<file path="config.mk">
export PLATFORM = sky130hd
export DESIGN_NAME = json_string_unescape_to_utf8
export DESIGN_NICKNAME = d
export VERILOG_FILES = /design/src/rtl/jsu_pkg.sv /design/src/rtl/jsu_front.sv /design/src/rtl/jsu_queue.sv /design/src/rtl/jsu_back.sv /design/src/rtl/json_string_unescape_to_utf8.sv
export SDC_FILE = /design/constraint.sdc
export NUM_CORES = 1
export LEC_CHECK = 0
export ABC_AREA = 1
export BUFFER_PORTS_ARGS = -buffer_cell sky130_fd_sc_hd__buf_2
export CAP_MARGIN = 20
export CELL_PAD_IN_SITES_DETAIL_PLACEMENT = 1
export CELL_PAD_IN_SITES_GLOBAL_PLACEMENT = 1
export CORE_MARGIN = 5
export CORE_UTILIZATION = 51
export CTS_CLUSTER_DIAMETER = 80
export DETAILED_ROUTE_END_ITERATION = 7
export PLACE_DENSITY = 0.9
export SLEW_MARGIN = 20
export SYNTH_ARGS = -nofsm -noshare
export SYNTH_HDL_FRONTEND = slang
export SYNTH_SLANG_ARGS = --single-unit
</file>
<file path="constraint.sdc">
create_clock -name aclk -period 6.5 [get_ports aclk]
set_input_delay 0.65 -clock aclk [delete_from_list [all_inputs] [get_ports aclk]]
set_output_delay 0.65 -clock aclk [all_outputs]
set_load 0.005 [all_outputs]
</file>
<file path="src/rtl/jsu_pkg.sv">
`default_nettype none

package jsu_pkg;

    // Default depth of the request queue between the front and back halves
    localparam int JSU_QUEUE_DEPTH = 4;

    // Characters the decoder recognizes
    localparam logic [7:0] CH_QUOTE  = 8'h22;
    localparam logic [7:0] CH_SLASH  = 8'h2F;
    localparam logic [7:0] CH_BSLASH = 8'h5C;
    localparam logic [7:0] CH_B      = 8'h62;
    localparam logic [7:0] CH_F      = 8'h66;
    localparam logic [7:0] CH_N      = 8'h6E;
    localparam logic [7:0] CH_R      = 8'h72;
    localparam logic [7:0] CH_T      = 8'h74;
    localparam logic [7:0] CH_U      = 8'h75;
    localparam logic [7:0] CH_DIG0   = 8'h30;
    localparam logic [7:0] CH_DIG9   = 8'h39;
    localparam logic [7:0] CH_LA     = 8'h61;
    localparam logic [7:0] CH_LF     = 8'h66;
    localparam logic [7:0] CH_UA     = 8'h41;
    localparam logic [7:0] CH_UF     = 8'h46;

    // Control bytes produced by the short escapes
    localparam logic [7:0] BYTE_BS  = 8'h08;
    localparam logic [7:0] BYTE_FF  = 8'h0C;
    localparam logic [7:0] BYTE_LF  = 8'h0A;
    localparam logic [7:0] BYTE_CR  = 8'h0D;
    localparam logic [7:0] BYTE_TAB = 8'h09;

    // Top six bits of a UTF-16 unit for the two surrogate ranges
    localparam logic [5:0] SURR_HIGH_TAG = 6'b110110;
    localparam logic [5:0] SURR_LOW_TAG  = 6'b110111;

    // Offset added to a surrogate pair's 20 payload bits
    localparam logic [20:0] SUPP_BASE = 21'h10000;

    typedef enum logic [2:0] {
        MODE_NORMAL,
        MODE_ESC,
        MODE_HEX1,
        MODE_NEEDBS,
        MODE_NEEDU,
        MODE_HEX2
    } decode_mode_t;

    typedef enum logic [1:0] {
        CMD_RAW,
        CMD_CP,
        CMD_ERR
    } cmd_kind_t;

    typedef struct packed {
        logic [7:0] in_byte;
        logic       in_last;
    } jsu_in_t;

    typedef struct packed {
        logic [7:0] out_byte;
        logic       run_last;
        logic       error;
        logic       string_end;
    } jsu_out_t;

    // One request from the decoder to the UTF-8 emitter
    typedef struct packed {
        cmd_kind_t   kind;
        logic [20:0] value;
        logic        str_last;
    } jsu_cmd_t;

    // Hex digit decode: bit 4 flags a valid digit, bits 3:0 hold its value
    function automatic logic [4:0] hex_nibble(input logic [7:0] c);
        logic [4:0] r;
        r = '0;
        if (c >= CH_DIG0 && c <= CH_DIG9) begin
            r = {1'b1, 4'(c - CH_DIG0)};
        end else if (c >= CH_LA && c <= CH_LF) begin
            r = {1'b1, 4'(c - CH_LA + 8'd10)};
        end else if (c >= CH_UA && c <= CH_UF) begin
            r = {1'b1, 4'(c - CH_UA + 8'd10)};
        end
        return r;
    endfunction

endpackage

`default_nettype wire

</file>
<file path="src/rtl/jsu_front.sv">
`default_nettype none

module jsu_front (
    input  wire logic             aclk,
    input  wire logic             aresetn,
    input  wire logic             s_valid,
    output logic                  s_ready,
    input  jsu_pkg::jsu_in_t      s_data,
    output logic                  push_valid,
    input  wire logic             push_ready,
    output jsu_pkg::jsu_cmd_t     push_cmd
);
    import jsu_pkg::*;

    decode_mode_t mode_reg, mode_next, mode_step;
    logic [1:0]   count_reg, count_next, count_step;
    logic [15:0]  high_reg, high_next, high_step;
    logic [15:0]  low_reg, low_next, low_step;
    logic         drain_reg, drain_next;

    logic         accept;
    logic [7:0]   c;
    logic         last;
    logic [4:0]   hex;
    logic [15:0]  high_shift;
    logic [15:0]  low_shift;
    logic         step_fault;
    logic         step_emit;
    cmd_kind_t    step_kind;
    logic [20:0]  step_value;
    logic         fault;

    assign s_ready = push_ready;
    assign accept  = s_valid && push_ready;
    assign c       = s_data.in_byte;
    assign last    = s_data.in_last;

    // Classify the byte against the current escape state
    always_comb begin
        hex        = hex_nibble(c);
        high_shift = {high_reg[11:0], hex[3:0]};
        low_shift  = {low_reg[11:0], hex[3:0]};
        step_fault = 1'b0;
        step_emit  = 1'b0;
        step_kind  = CMD_RAW;
        step_value = '0;
        mode_step  = mode_reg;
        count_step = count_reg;
        high_step  = high_reg;
        low_step   = low_reg;
        unique case (mode_reg)
            MODE_ESC: begin
                mode_step = MODE_NORMAL;
                step_emit = 1'b1;
                priority if (c == CH_QUOTE || c == CH_BSLASH || c == CH_SLASH) begin
                    step_value = {13'd0, c};
                end else if (c == CH_B) begin
                    step_value = {13'd0, BYTE_BS};
                end else if (c == CH_F) begin
                    step_value = {13'd0, BYTE_FF};
                end else if (c == CH_N) begin
                    step_value = {13'd0, BYTE_LF};
                end else if (c == CH_R) begin
                    step_value = {13'd0, BYTE_CR};
                end else if (c == CH_T) begin
                    step_value = {13'd0, BYTE_TAB};
                end else if (c == CH_U) begin
                    step_emit  = 1'b0;
                    mode_step  = MODE_HEX1;
                    count_step = 2'd0;
                    high_step  = '0;
                end else begin
                    step_emit  = 1'b0;
                    step_fault = 1'b1;
                end
            end
            MODE_HEX1: begin
                if (!hex[4]) begin
                    step_fault = 1'b1;
                end else begin
                    high_step = high_shift;
                    if (count_reg != 2'd3) begin
                        count_step = count_reg + 2'd1;
                    end else begin
                        count_step = 2'd0;
                        priority if (high_shift[15:10] == SURR_LOW_TAG) begin
                            step_fault = 1'b1;
                        end else if (high_shift[15:10] == SURR_HIGH_TAG) begin
                            mode_step = MODE_NEEDBS;
                        end else begin
                            mode_step  = MODE_NORMAL;
                            step_emit  = 1'b1;
                            step_kind  = CMD_CP;
                            step_value = {5'd0, high_shift};
                        end
                    end
                end
            end
            MODE_NEEDBS: begin
                if (c == CH_BSLASH) begin
                    mode_step = MODE_NEEDU;
                end else begin
                    step_fault = 1'b1;
                end
            end
            MODE_NEEDU: begin
                if (c == CH_U) begin
                    mode_step  = MODE_HEX2;
                    count_step = 2'd0;
                    low_step   = '0;
                end else begin
                    step_fault = 1'b1;
                end
            end
            MODE_HEX2: begin
                if (!hex[4]) begin
                    step_fault = 1'b1;
                end else begin
                    low_step = low_shift;
                    if (count_reg != 2'd3) begin
                        count_step = count_reg + 2'd1;
                    end else begin
                        count_step = 2'd0;
                        if (low_shift[15:10] != SURR_LOW_TAG) begin
                            step_fault = 1'b1;
                        end else begin
                            mode_step  = MODE_NORMAL;
                            step_emit  = 1'b1;
                            step_kind  = CMD_CP;
                            step_value = SUPP_BASE
                                       + {1'b0, high_reg[9:0], low_shift[9:0]};
                        end
                    end
                end
            end
            default: begin
                mode_step = MODE_NORMAL;
                if (c == CH_BSLASH) begin
                    mode_step = MODE_ESC;
                end else begin
                    step_emit  = 1'b1;
                    step_value = {13'd0, c};
                end
            end
        endcase
        // End of string inside an escape or after a high surrogate
        fault = step_fault || (last && mode_step != MODE_NORMAL);
    end

    // Next state: clear at string end or fault, drain after a fault
    always_comb begin
        mode_next  = mode_reg;
        count_next = count_reg;
        high_next  = high_reg;
        low_next   = low_reg;
        drain_next = drain_reg;
        if (accept) begin
            if (drain_reg) begin
                if (last) begin
                    drain_next = 1'b0;
                end
            end else if (fault || last) begin
                mode_next  = MODE_NORMAL;
                count_next = 2'd0;
                high_next  = '0;
                low_next   = '0;
                drain_next = fault && !last;
            end else begin
                mode_next  = mode_step;
                count_next = count_step;
                high_next  = high_step;
                low_next   = low_step;
            end
        end
    end

    // Outputs: one request per byte that yields a result
    always_comb begin
        push_valid        = accept && !drain_reg && (fault || step_emit);
        push_cmd.kind     = fault ? CMD_ERR : step_kind;
        push_cmd.value    = fault ? '0 : step_value;
        push_cmd.str_last = last;
    end

    always_ff @(posedge aclk) begin
        if (!aresetn) begin
            mode_reg  <= MODE_NORMAL;
            count_reg <= 2'd0;
            high_reg  <= '0;
            low_reg   <= '0;
            drain_reg <= 1'b0;
        end else begin
            mode_reg  <= mode_next;
            count_reg <= count_next;
            high_reg  <= high_next;
            low_reg   <= low_next;
            drain_reg <= drain_next;
        end
    end

endmodule

`default_nettype wire

</file>
<file path="src/rtl/jsu_queue.sv">
`default_nettype none

module jsu_queue #(
    parameter int DEPTH = jsu_pkg::JSU_QUEUE_DEPTH
) (
    input  wire logic          aclk,
    input  wire logic          aresetn,
    input  wire logic          push_valid,
    output logic               push_ready,
    input  jsu_pkg::jsu_cmd_t  push_cmd,
    output logic               pop_valid,
    input  wire logic          pop,
    output jsu_pkg::jsu_cmd_t  pop_cmd
);
    import jsu_pkg::*;

    localparam int AW = (DEPTH > 1) ? $clog2(DEPTH) : 1;
    localparam int CW = $clog2(DEPTH + 1);

    jsu_cmd_t        slot_reg [DEPTH];
    logic [AW-1:0]   wr_ptr_reg, wr_ptr_next;
    logic [AW-1:0]   rd_ptr_reg, rd_ptr_next;
    logic [CW-1:0]   count_reg, count_next;
    logic            do_push;
    logic            do_pop;

    assign push_ready = (count_reg != CW'(DEPTH));
    assign pop_valid  = (count_reg != '0);
    assign pop_cmd    = slot_reg[rd_ptr_reg];
    assign do_push    = push_valid && push_ready;
    assign do_pop     = pop && pop_valid;

    // Advance pointers with wrap, track occupancy
    always_comb begin
        wr_ptr_next = wr_ptr_reg;
        rd_ptr_next = rd_ptr_reg;
        count_next  = count_reg;
        if (do_push) begin
            wr_ptr_next = (wr_ptr_reg == AW'(DEPTH - 1)) ? '0 : wr_ptr_reg + AW'(1);
        end
        if (do_pop) begin
            rd_ptr_next = (rd_ptr_reg == AW'(DEPTH - 1)) ? '0 : rd_ptr_reg + AW'(1);
        end
        if (do_push && !do_pop) begin
            count_next = count_reg + CW'(1);
        end else if (do_pop && !do_push) begin
            count_next = count_reg - CW'(1);
        end
    end

    always_ff @(posedge aclk) begin
        if (do_push) begin
            slot_reg[wr_ptr_reg] <= push_cmd;
        end
    end

    always_ff @(posedge aclk) begin
        if (!aresetn) begin
            wr_ptr_reg <= '0;
            rd_ptr_reg <= '0;
            count_reg  <= '0;
        end else begin
            wr_ptr_reg <= wr_ptr_next;
            rd_ptr_reg <= rd_ptr_next;
            count_reg  <= count_next;
        end
    end

endmodule

`default_nettype wire

</file>
<file path="src/rtl/jsu_back.sv">
`default_nettype none

module jsu_back (
    input  wire logic          aclk,
    input  wire logic          aresetn,
    input  wire logic          q_valid,
    output logic               q_pop,
    input  jsu_pkg::jsu_cmd_t  q_cmd,
    output logic               m_valid,
    input  wire logic          m_ready,
    output jsu_pkg::jsu_out_t  m_data
);
    import jsu_pkg::*;

    logic [1:0]  idx_reg, idx_next;
    logic        m_valid_reg, m_valid_next;
    jsu_out_t    m_data_reg, m_data_next;

    logic [1:0]  len_m1;
    logic [7:0]  cur_byte;
    logic [20:0] cp;
    logic        final_byte;
    logic        load;

    assign cp = q_cmd.value;

    // Pick the UTF-8 byte at the current index of the head request
    always_comb begin
        len_m1   = 2'd0;
        cur_byte = 8'h00;
        unique case (q_cmd.kind)
            CMD_RAW: begin
                cur_byte = cp[7:0];
            end
            CMD_CP: begin
                priority if (cp < 21'h80) begin
                    cur_byte = cp[7:0];
                end else if (cp < 21'h800) begin
                    len_m1   = 2'd1;
                    cur_byte = (idx_reg == 2'd0) ? {3'b110, cp[10:6]} : {2'b10, cp[5:0]};
                end else if (cp < 21'h10000) begin
                    len_m1 = 2'd2;
                    unique case (idx_reg)
                        2'd0:    cur_byte = {4'b1110, cp[15:12]};
                        2'd1:    cur_byte = {2'b10, cp[11:6]};
                        default: cur_byte = {2'b10, cp[5:0]};
                    endcase
                end else begin
                    len_m1 = 2'd3;
                    unique case (idx_reg)
                        2'd0:    cur_byte = {5'b11110, cp[20:18]};
                        2'd1:    cur_byte = {2'b10, cp[17:12]};
                        2'd2:    cur_byte = {2'b10, cp[11:6]};
                        default: cur_byte = {2'b10, cp[5:0]};
                    endcase
                end
            end
            default: begin
                cur_byte = 8'h00;
            end
        endcase
    end

    assign final_byte = (idx_reg == len_m1);
    assign load       = q_valid && (!m_valid_reg || m_ready);
    assign q_pop      = load && final_byte;
    assign m_valid    = m_valid_reg;
    assign m_data     = m_data_reg;

    // Fill the output register whenever it is empty or being drained
    always_comb begin
        idx_next     = idx_reg;
        m_valid_next = m_valid_reg;
        m_data_next  = m_data_reg;
        if (m_valid_reg && m_ready) begin
            m_valid_next = 1'b0;
        end
        if (load) begin
            m_valid_next           = 1'b1;
            m_data_next.out_byte   = cur_byte;
            m_data_next.run_last   = final_byte;
            m_data_next.error      = (q_cmd.kind == CMD_ERR);
            m_data_next.string_end = final_byte && q_cmd.str_last;
            idx_next               = final_byte ? 2'd0 : idx_reg + 2'd1;
        end
    end

    always_ff @(posedge aclk) begin
        m_data_reg <= m_data_next;
    end

    always_ff @(posedge aclk) begin
        if (!aresetn) begin
            idx_reg     <= 2'd0;
            m_valid_reg <= 1'b0;
        end else begin
            idx_reg     <= idx_next;
            m_valid_reg <= m_valid_next;
        end
    end

endmodule

`default_nettype wire

</file>
<file path="src/rtl/json_string_unescape_to_utf8.sv">
// A byte's first result passes through the request queue and then the output register;
// the UTF-8 emitter sends one result byte per cycle while m_ready is high, so a code
// point's further UTF-8 bytes follow one per cycle. Input takes one byte per cycle while
// the QUEUE_DEPTH-entry request queue, which absorbs multi-byte expansions, has room.
// Reset: synchronous, active low; clears the decoder state, the queue and the output valid.
`default_nettype none

module json_string_unescape_to_utf8 #(
    parameter int QUEUE_DEPTH = jsu_pkg::JSU_QUEUE_DEPTH
) (
    input  wire logic          aclk,
    input  wire logic          aresetn,
    input  wire logic          s_valid,
    output logic               s_ready,
    input  jsu_pkg::jsu_in_t   s_data,
    output logic               m_valid,
    input  wire logic          m_ready,
    output jsu_pkg::jsu_out_t  m_data
);
    import jsu_pkg::*;

    logic      push_valid;
    logic      push_ready;
    jsu_cmd_t  push_cmd;
    logic      q_valid;
    logic      q_pop;
    jsu_cmd_t  q_cmd;

    // Decode escapes and surrogates into emit requests
    jsu_front u_front (
        .aclk       (aclk),
        .aresetn    (aresetn),
        .s_valid    (s_valid),
        .s_ready    (s_ready),
        .s_data     (s_data),
        .push_valid (push_valid),
        .push_ready (push_ready),
        .push_cmd   (push_cmd)
    );

    // Hold requests between decoder and emitter
    jsu_queue #(
        .DEPTH (QUEUE_DEPTH)
    ) u_queue (
        .aclk       (aclk),
        .aresetn    (aresetn),
        .push_valid (push_valid),
        .push_ready (push_ready),
        .push_cmd   (push_cmd),
        .pop_valid  (q_valid),
        .pop        (q_pop),
        .pop_cmd    (q_cmd)
    );

    // Serialize each request into UTF-8 bytes
    jsu_back u_back (
        .aclk    (aclk),
        .aresetn (aresetn),
        .q_valid (q_valid),
        .q_pop   (q_pop),
        .q_cmd   (q_cmd),
        .m_valid (m_valid),
        .m_ready (m_ready),
        .m_data  (m_data)
    );

    // An error result stands alone and carries a zero byte
    a_err_alone: assert property (@(posedge aclk) disable iff (!aresetn)
        m_valid && m_data.error |-> m_data.run_last && (m_data.out_byte == 8'h00))
        else $error("error result not alone or nonzero");

    // String end only on the last result of a byte
    a_end_is_last: assert property (@(posedge aclk) disable iff (!aresetn)
        m_valid && m_data.string_end |-> m_data.run_last)
        else $error("string_end without run_last");

    // A lead byte that opens a UTF-8 sequence is never followed by an error result
    a_no_lead_last: assert property (@(posedge aclk) disable iff (!aresetn)
        m_valid && !m_data.error && (m_data.out_byte[7:6] == 2'b11)
        && !m_data.run_last |=> !(m_valid && m_data.error))
        else $error("error inside a UTF-8 sequence");

    // Output is empty right after reset
    a_reset_empty: assert property (@(posedge aclk)
        !aresetn |=> !m_valid)
        else $error("output valid after reset");

endmodule

`default_nettype wire

</file>
; ---- Yosys cells after proc, flatten, opt, wreduce, memory -nomap -nowiden
; Memories as Yosys holds them, arrays and structs flattened. A register that Yosys moved wholly into a read port is not among the register bits.
; Index checks and enable logic that the tools add are counted.
[word_totals]
reg_bits = 51
latch_bits = 0
ramBits = 96
rom_bits = 0
out_inout_bits = 13
mem_count = 1
[memory_table]
columns = memory, words, word_bits, read_ports, rd_clocked_by_memory_dff, write_ports, line_no
row1 = u_queue.slot_reg, 4, 24, 1, 1, 1, jsu_queue.sv:20  ; jsu_cmd_t slot_reg [DEPTH];
[op_classes]
n_addsub = 12
n_mul = 0
n_div = 0
order_cmp = 9
eq_ne = 37
shifts = 0
mux = 125
bitwise = 1
n_reduce_logical = 42
[ops]
columns = op, n
row1 = 21-bit two-way mux, 12
row2 = 12-bit two-way mux, 11
row3 = 21-bit one-hot mux with 4 select lines, 1
row4 = "8-bit by 7-bit equality test with 1-bit output, second input constant", 7
row5 = 2-bit two-way mux, 26
row6 = 3-bit two-way mux, 17
row7 = 12-bit one-hot mux with 2 select lines, 2
row8 = 1-bit two-way mux, 38
row9 = 8-bit two-way mux, 4
row10 = "17-bit by 20-bit adder with 21-bit output, first input constant", 1
row11 = "21-bit by 12-bit less-than comparator with 1-bit output, second input constant", 1
row12 = "21-bit by 17-bit less-than comparator with 1-bit output, second input constant", 1
row13 = "21-bit by 8-bit less-than comparator with 1-bit output, second input constant", 1
row14 = "3-bit inequality test, second input constant", 7
row15 = 7-bit one-hot mux with 3 select lines, 1
row16 = "8-bit by 6-bit equality test with 1-bit output, second input constant", 2
row17 = "8-bit by 7-bit greater-or-equal comparator with 1-bit output, second input constant", 2
row18 = "8-bit by 7-bit less-or-equal comparator with 1-bit output, second input constant", 2
row19 = 1-bit logical AND, 16
row20 = 16-bit two-way mux, 1
row21 = 8-bit one-hot mux with 2 select lines, 1
row22 = 5-bit two-way mux, 3
row23 = "3-bit by 1-bit inequality test with 1-bit output, second input constant", 5
row24 = 3-bit one-hot mux with 5 select lines, 1
row25 = other kinds (35), 63

; ---- Longest topological paths before layout
; Gate-level depths: netlist (run 1).
[depth]
depth_word = 19
ltp_mapped = 21
mapped_depth_nobuf = 21

; ---- Cells and area by module
; A second synthesis (run 1) with hierarchy kept.
[unflattened]
hier_cells = 952
hier_area_um2 = 8149.1
[modules_own_cells]
columns = module, n_inst, cells_per_inst, area_per_inst_um2
row1 = jsu_queue, 1, 302, 4219.0
row2 = jsu_front, 1, 449, 2620.0
row3 = jsu_back, 1, 201, 1310.0

; ---- Least setup slack after synthesis (run 1)
; No wires, ideal clock.
[synth_timing]
kind = input-to-reg
start = input port s_data[1] (netlist name)
end = memory u_queue.slot_reg[0][0] (netlist name), enable pin
setup_ns = 0.405
t_arrival_ns = 2.878
required_ns = 6.095
setup_slack_ns = 3.218
stages = 12
n_path_buf = 0
path_cell_list = inv_1 -> ha_1 -> inv_1 -> nand3_1 -> nand3_2 -> nand2_1 -> nand4_1 -> nand2_1 -> nor2_1 -> nand2_1 -> nand2_2 -> nor2_1
[synth_via]
elab_chain_len = 17
word_cells_on_any_way = 64
classes_between = order compare (6) / eq/ne (9) / mux (38) / reduce/logical (11)
[synth_rtl]
columns = item, line_no
row1 = "start, declared", json_string_unescape_to_utf8.sv:15  ; input jsu_pkg::jsu_in_t s_data,
row2 = 8-bit by 7-bit equality test with 1-bit output, "jsu_front.sv:67, jsu_front.sv:107"
row3 = 2-bit two-way mux, jsu_front.sv:67  ; end else if (c == CH_U) begin
row4 = 3-bit two-way mux, jsu_front.sv:65  ; end else if (c == CH_T) begin
row5 = 3-bit two-way mux, jsu_front.sv:63  ; end else if (c == CH_R) begin
row6 = 3-bit two-way mux, jsu_front.sv:61  ; end else if (c == CH_N) begin
row7 = 3-bit two-way mux, jsu_front.sv:59  ; end else if (c == CH_F) begin
row8 = 3-bit two-way mux, jsu_front.sv:57  ; end else if (c == CH_B) begin
row9 = 3-bit two-way mux, jsu_front.sv:55  ; priority if (c == CH_QUOTE || c == CH_BSLASH || c == CH_SLASH) begin
row10 = 3-bit one-hot mux with 5 select lines, jsu_front.sv:51  ; unique case (mode_reg)
row11 = 3-bit nonzero test, jsu_front.sv:147  ; fault = step_fault || (last && mode_step != MODE_NORMAL);
row12 = 1-bit logical AND, jsu_front.sv:147
row13 = 1-bit logical OR, jsu_front.sv:147
row14 = 1-bit logical OR (*), jsu_front.sv:179  ; push_valid = accept && !drain_reg && (fault || step_emit);
row15 = 1-bit logical AND (*), jsu_front.sv:179
row16 = 1-bit logical AND (*), jsu_queue.sv:30  ; assign do_push = push_valid && push_ready;
row17 = 1-bit two-way mux (*), jsu_queue.sv:52  ; if (do_push) begin
row18 = 1-bit two-way mux (implied by the code) (*), jsu_queue.sv:53  ; slot_reg[wr_ptr_reg] <= push_cmd;
row19 = "end, declared", jsu_queue.sv:20
; Every way passes the cells marked *; elsewhere a longest branch is shown, timed or not.

==> impl_summary.txt, run 1 <==
----------------------------------------------------
[Outcome]
  Outcome ... finished, final reports clean

[Power]
  Power share of the clock group ... 33.2%
  Switching Fraction ... 34.8%
  Power share of the sequential group ... 36.6%
  Psw ... 1180 uW
  Leakage power ... 0.00367 uW
  Power Density ... 380 mW/mm^2
  Int Pwr ... 2200 uW
  Part of the power in combinational logic ... 30.2%
  Worst vdd rail ir drop ... 227 uV

[Critical path]
  Largest delay contributor family on the critical path ... simple AND/OR/NAND/NOR gates
  Peak per-stage delay on the critical path ... 0.47 ns
  Critical path endpoint category ... flop
  Number of buffers and inverters on the critical path ... 3
  WP data arrival ... 4.26 ns
  Register-to-register setup slack ... 2.55 ns
  Category of the worst setup path launch point ... flop
  Worst path cell trace ... buf_4 -> inv_2 -> nand2_1 -> nand3_1 -> nand2_1 -> nand2_1 -> nor2_1 -> nand3b_4 -> nand3_1 -> nand2_2 -> nand3_2 -> ha_1 -> inv_1 -> fa_1 -> a21oi_1 -> o21ai_0 -> o21ai_0 -> a21oi_1
  R2R Path End ... u_queue.count_reg[2]
  Path depth of the worst reg2reg path ... 18
  Cell with the largest stage delay on the worst path ... sky130_fd_sc_hd__inv_2
  Crit Path Category ... reg2reg
  Required @ worst endpoint ... 6.81 ns
  Worst-path fanout max ... 50
  Worst path most repeated cell ... sky130_fd_sc_hd__nand2_1

[Global routing]
  Via count of the first global-routing pass ... 7288
  Global-route wire length before repair ... 38300 um
  Total grt overflow ... 0
  Combined global-route utilization of all metal layers ... 27.1%
  Pin count of the biggest net entering global routing ... 51
  Antenna violations before repair ... 0

[Detailed routing]
  Number of vias after detailed routing ... 6923
  Detailed-route DRC error count ... 0
  Detailed Routing Iterations Pass 1 ... 5
  Total Routed Length ... 24000 um
  Via density ... 5.79
  Count of nets left with antenna violations after detail routing ... 0
  First DRT Iteration DRCs ... 608
  Routed WL per cell ... 20.1 um

[Die]
  Die footprint ... 0.0182 sq mm
  Vertical extent of the die ... 135 um
  Starting density of the core ... 52.1%
  Core ar. ... 0.0153 sq mm
  FP Rows ... 45
  Boundary pin count ... 26
  Die X-Extent ... 135 um

[Logic synthesis]
  Sequential-to-total area share from yosys stat ... 51.0%
  Synthesized instance count ... 954
  Post-synth ARST share ... 0%
  Warnings from Yosys ... 0
  Number of nets produced by synthesis ... 986
  Count of unique library cells instantiated by Yosys ... 44
  Top_reg_cell synth ... sky130_fd_sc_hd__edfxtp_1
  Number of enable-type register cells in the synthesized netlist ... 107
  Area of the mapped netlist ... 0.00794 sq mm
  Count of state elements after synthesis ... 149
  Avg Synthesized Cell Area ... 8.33 sq um

[Placed design]
  Placed instance count ... 1163
  Gp weighted congestion ... 0.950
  Post-DP Area ... 0.00822 sq mm
  Final HPWL DP ... 16700 um
  Post-Place Setup Slack ... 2.47 ns
  Count of buffers inserted at the top-level ports ... 25

[Clock network]
  PostCTS Resize Cnt ... 0
  Maximum level of the CTS H-tree ... 4
  Post-CTS setup buffers ... 0
  Maximum clock path buffer count ... 2
  Insertion delay of the later-clocked pin in the worst-skew pair ... 0.44 ns
  Number of buffers inserted by hold repair at cts ... 0
  CTS Sinks ... 149
  CTS tree ... built
  Clock transition at the registers of the reported paths ... 0.06 ns
  Clock buffers created by TritonCTS ... 17
  Clk Tree Root Cell ... sky130_fd_sc_hd__clkbuf_16

[Timing]
  Pins over their slew limit ... 0
  Max transition margin ... 35.3%
  Setup TNS after final layout ... 0 ns
  Fmax ... 0.253 GHz
  Fin. Hold Viols ... 0
  Crit path setup slack, layout ... 2.55 ns
  Unrepaired setup endpoints after global routing ... false
  Final worst-path cycle share ... 60.7%
  Fin Clk Skew ... 0.0120 ns
  Worst hold-check slack ... 0.482 ns
  Min Clock Period, post-route ... 3.95 ns
  Worst-margin pin slew ... 0.965 ns
  Final setup violation count ... 0

[Worst hold path]
  Hold path startpoint ... u_front.low_reg[1]
  Kind of path behind the tightest hold check ... reg2reg
  Hold-critical path endpoint ... u_front.low_reg[1]
  Number of cells traversed by the worst hold path ... 2

[Final layout]
  Antenna diode count ... 0
  Flip-flop count of the largest register after layout ... 96
  Area grow syn2layout ... 11.8%
  Layout cells sized above 1 ... 11.0%
  Non-filler instance count after layout ... 1195
  Nets ... 1003
  Design area ... 0.00888 sq mm
  Most frequent cells in the layout ... sky130_fd_sc_hd__nand2_1 (268), sky130_fd_sc_hd__edfxtp_1 (107), sky130_fd_sc_hd__nand3_1 (103)
  Leading cell type in the layout, fill and taps excluded ... sky130_fd_sc_hd__nand2_1

[Job]
  Number of max-capacitance violations reported ... 0

----------------------------------------------------
## routing by layer
layer,wire [um],GRT usage (%)
met5,0,0
met2,12000,46.4
met4,946,13.2
met1,9740,32.6
met3,1340,5.40
## power groups by stage
stage	sequential [uW]	combinational (uW)	clock [uW]
CTS	1240	1020	1130
floorplan	1250	694	0
detailed placement	1250	1010	0
global placement	1240	947	0
global route	1240	1140	1180
finish	1240	1020	1120
## worst reg2reg max path, delay by kind of cell, from the launching register on
family          cells  cell delay (ns)
simple gates        9             1.31
fa+ha+maj           2             0.59
compound gates      4             0.58
buf+inv             3             1.03
flops               1             0.32
## stage by stage
step	utilization, %	total power (uW)
after floorplan	-	1940
after global placement	53.9	2190
after detailed placement	53.9	2260
after CTS	58.2	3390
after global routing	58.2	3560
final	58.2	3380
## cell usage after synthesis, types with 5 or more instances
master,instances,share of area (%)
sky130_fd_sc_hd__a21oi_1,44,2.8
sky130_fd_sc_hd__buf_1,7,0.33
sky130_fd_sc_hd__buf_2,10,0.63
sky130_fd_sc_hd__buf_4,5,0.47
sky130_fd_sc_hd__clkbuf_1,9,0.43
sky130_fd_sc_hd__dfxtp_1,42,11
sky130_fd_sc_hd__edfxtp_1,107,40
sky130_fd_sc_hd__ha_1,18,2.8
sky130_fd_sc_hd__inv_1,94,4.4
sky130_fd_sc_hd__inv_2,8,0.38
sky130_fd_sc_hd__nand2_1,268,13
sky130_fd_sc_hd__nand2_2,7,0.55
sky130_fd_sc_hd__nand3_1,103,6.5
sky130_fd_sc_hd__nand3_2,5,0.63
sky130_fd_sc_hd__nand4_1,18,1.4
sky130_fd_sc_hd__nor2_1,96,4.5
sky130_fd_sc_hd__nor2_2,8,0.63
sky130_fd_sc_hd__nor3_1,7,0.44
sky130_fd_sc_hd__o211ai_1,13,1.2
sky130_fd_sc_hd__o21ai_0,35,2.2
sky130_fd_sc_hd__o221ai_1,5,0.55
sky130_fd_sc_hd__o22ai_1,11,0.87
## layout make-up
type / count / area (sq um)
multi-input combinational: 667 / 3330
clock inverter: 13 / 231
fill: 1824 / 6380
tap: 211 / 264
sequential: 149 / 4050
timing repair buffer: 33 / 185
inverter: 103 / 387
clock buffer: 19 / 433
## kinds of logic (layout without fill, tap and decap cells)
logic type               Yosys count  count (layout)  synth area share [%]
AND/OR/NAND/NOR                  524             524                  29.1
flip-flops                       149             149                  51.0
buffers and inverters            138             168                  7.29
AO/OA/AOI/OAI                    123             123                  9.34
adder cells (fa/ha/maj)           19              19                  3.09
XOR/XNOR                           1               1                 0.110
## how the worst max path moves through the flow
stage | to | from | depth (start not counted)
floorplan | u_queue.slot_reg[0][0] | s_data[1] | 12
global placement | u_queue.count_reg[1] | s_data[1] | 19
detailed placement | u_queue.count_reg[2] | s_data[1] | 21
CTS | u_queue.count_reg[2] | flop | 18
global route | u_queue.count_reg[2] | flop | 19
finish | u_queue.count_reg[2] | flop | 18
Note: power is estimated with default switching activity, not from simulation.
==> inputs of run 2 (changes only) <==
--- a/config.mk
+++ b/config.mk
@@ -11,10 +11,10 @@
 export CELL_PAD_IN_SITES_DETAIL_PLACEMENT = 1
 export CELL_PAD_IN_SITES_GLOBAL_PLACEMENT = 1
 export CORE_MARGIN = 5
-export CORE_UTILIZATION = 51
+export CORE_UTILIZATION = 48
 export CTS_CLUSTER_DIAMETER = 80
 export DETAILED_ROUTE_END_ITERATION = 7
-export PLACE_DENSITY = 0.9
+export PLACE_DENSITY = 0.85
 export SLEW_MARGIN = 20
 export SYNTH_ARGS = -nofsm -noshare
 export SYNTH_HDL_FRONTEND = slang
==> constraint.sdc (replaced) <==
create_clock -name aclk -period 4 [get_ports aclk]
set_input_delay 0.4 -clock aclk [delete_from_list [all_inputs] [get_ports aclk]]
set_output_delay 0.4 -clock aclk [all_outputs]
set_load 0.005 [all_outputs]
==> run 2 against run 1 <==
Compared with the run above: routed wire length fell by 4.5%; cell count rose by 1.3%; highest routed layer unchanged; worst setup slack got worse by 1.8 ns; critical endpoint unchanged; sequential power rose by 62%.
==> impl_summary.txt, run 2 (same netlist as run 1, synthesis figures left out) <==
----------------------------------------------------
[Outcome]
  Outcome ... finished, final reports clean

[Detailed routing]
  Total Routed Length ... 22900 um
  Detailed Routing Iterations Pass 1 ... 5
  Detailed-route DRC error count ... 0
  First DRT Iteration DRCs ... 510
  Routed WL per cell ... 18.9 um
  Via density ... 5.62
  Number of vias after detailed routing ... 6797
  Count of nets left with antenna violations after detail routing ... 0

[Final layout]
  Leading cell type in the layout, fill and taps excluded ... sky130_fd_sc_hd__nand2_1
  Most frequent cells in the layout ... sky130_fd_sc_hd__nand2_1 (268), sky130_fd_sc_hd__edfxtp_1 (107), sky130_fd_sc_hd__nand3_1 (103)
  Antenna diode count ... 0
  Nets ... 1009
  Design area ... 0.00885 sq mm
  Flip-flop count of the largest register after layout ... 96
  Non-filler instance count after layout ... 1210
  Area grow syn2layout ... 11.4%
  Layout cells sized above 1 ... 11.6%

[Clock network]
  Number of buffers inserted by hold repair at cts ... 0
  CTS Sinks ... 149
  Clock transition at the registers of the reported paths ... 0.07 ns
  Post-CTS setup buffers ... 0
  CTS tree ... built
  Clk Tree Root Cell ... sky130_fd_sc_hd__clkbuf_16
  Insertion delay of the later-clocked pin in the worst-skew pair ... 0.43 ns
  Clock buffers created by TritonCTS ... 17
  PostCTS Resize Cnt ... 0
  Maximum clock path buffer count ... 2
  Maximum level of the CTS H-tree ... 4

[Timing]
  Final setup violation count ... 0
  Unrepaired setup endpoints after global routing ... false
  Min Clock Period, post-route ... 3.28 ns
  Fin Clk Skew ... 0.0135 ns
  Fmax ... 0.305 GHz
  Pins over their slew limit ... 0
  Worst-margin pin slew ... 0.723 ns
  Setup TNS after final layout ... 0 ns
  Max transition margin ... 51.8%
  Final worst-path cycle share ... 81.9%
  Fin. Hold Viols ... 0

[Global routing]
  Total grt overflow ... 0
  Combined global-route utilization of all metal layers ... 24.0%
  Via count of the first global-routing pass ... 7010
  Global-route wire length before repair ... 37100 um
  Pin count of the biggest net entering global routing ... 50
  Antenna violations before repair ... 0

[Critical path]
  Worst-path fanout max ... 37
  Required @ worst endpoint ... 4.31 ns
  Category of the worst setup path launch point ... flop
  Crit Path Category ... reg2reg
  Worst path most repeated cell ... sky130_fd_sc_hd__nand2_1
  WP data arrival ... 3.59 ns
  Cell with the largest stage delay on the worst path ... sky130_fd_sc_hd__inv_2
  Critical path endpoint category ... flop
  R2R Path End ... u_queue.count_reg[2]
  Worst path cell trace ... inv_2 -> buf_4 -> nand2_1 -> nand3_1 -> nand2_1 -> nor2_2 -> nand2_1 -> nand2_1 -> nand2_2 -> nand3_2 -> ha_1 -> inv_1 -> fa_1 -> a21oi_1 -> o21ai_0 -> o21ai_0 -> a21oi_1
  Path depth of the worst reg2reg path ... 17
  End of the critical path ... u_queue.count_reg[2]
  Register-to-register setup slack ... 0.72 ns
  Peak per-stage delay on the critical path ... 0.47 ns

[Power]
  Power share of the clock group ... 30.5%
  Power share of the sequential group ... 38.3%
  Overall Power ... 5240 uW
  Int Pwr ... 3290 uW
  Psw ... 1950 uW
  Worst vdd rail ir drop ... 338 uV
  Part of the power in combinational logic ... 31.2%
  Leakage power ... 0.00366 uW
  Switching Fraction ... 37.2%
  Power Density ... 592 mW/mm^2

[Die]
  Core ar. ... 0.0164 sq mm
  Die footprint ... 0.0192 sq mm
  Boundary pin count ... 26
  Starting density of the core ... 48.4%
  Vertical extent of the die ... 139 um
  FP Rows ... 47
  Die X-Extent ... 139 um

[Placed design]
  Placed instance count ... 1178
  Final HPWL DP ... 16400 um
  Count of buffers inserted at the top-level ports ... 25
  Gp weighted congestion ... 0.926
  Post-DP Area ... 0.00827 sq mm

[Job]
  Number of max-capacitance violations reported ... 0

[Worst hold path]
  Kind of path behind the tightest hold check ... in2reg
  Number of cells traversed by the worst hold path ... 3

----------------------------------------------------
==> run 2: cell types whose count changed in the layout (fill, tap and decap cells not counted), sizes merged <==
cell    previous run  this run
buf               33        39
bufinv             6         1
clkbuf            19        17
clkinv             5         4
inv              103       111
==> run 2: worst min-delay path by stage <==
stage / slack, ns / startpoint / to
after floorplan: 0.44 / u_front.drain_reg / u_front.drain_reg
after global placement: 0.46 / u_front.low_reg[11] / u_front.low_reg[11]
after detailed placement: 0.46 / u_front.low_reg[11] / u_front.low_reg[11]
after CTS: 0.29 / s_valid / u_front.drain_reg
after global routing: 0.30 / s_valid / u_front.drain_reg
final: 0.29 / s_valid / u_front.drain_reg
==> run 2: metrics by stage <==
stage / util [%] / hold WS, ns / setup slack [ns]
final: 54.0 / 0.293 / 0.722
after global routing: 54.0 / 0.295 / 0.410
after CTS: 54.0 / 0.287 / 0.712
after detailed placement: 50.4 / 0.461 / 0.443
after global placement: 50.4 / 0.458 / 0.516
after floorplan: - / 0.437 / 0.968
==> run 2: layer usage <==
layer,share of wire [%],vias up,track usage [%]
met3,3.9,45,4.03
li1,-,3255,-
met4,3.0,0,9.94
met2,51,168,42.1
met5,0,-,0
met1,43,3329,29.4
==> run 2: area by class of cell <==
type | instances | area (sq um)
fill | 1961 | 7550
sequential | 149 | 4050
multi-input combinational | 667 | 3320
clock buffer | 17 | 425
inverter | 103 | 387
tap | 220 | 275
timing repair buffer | 39 | 230
clock inverter | 15 | 158
==> run 2: worst max-delay path: cells and delay by family, from the launching register on <==
kind,cells,cell delay [ns]
adders and majority gates,2,0.53
and+or+nand+nor,8,0.97
AOI/OAI and AO/OA,4,0.48
DFF,1,0.32
buffers and inverters,3,0.84
==> run 2: power by group through the flow <==
stage               Clock, uW  Sequential (uW)  Combinational [uW]
finish                   1600             2010                1630
CTS                      1610             2010                1630
detailed placement          0             2040                1620
global placement            0             2020                1550
global route             1690             2030                1820
floorplan                   0             2020                1130
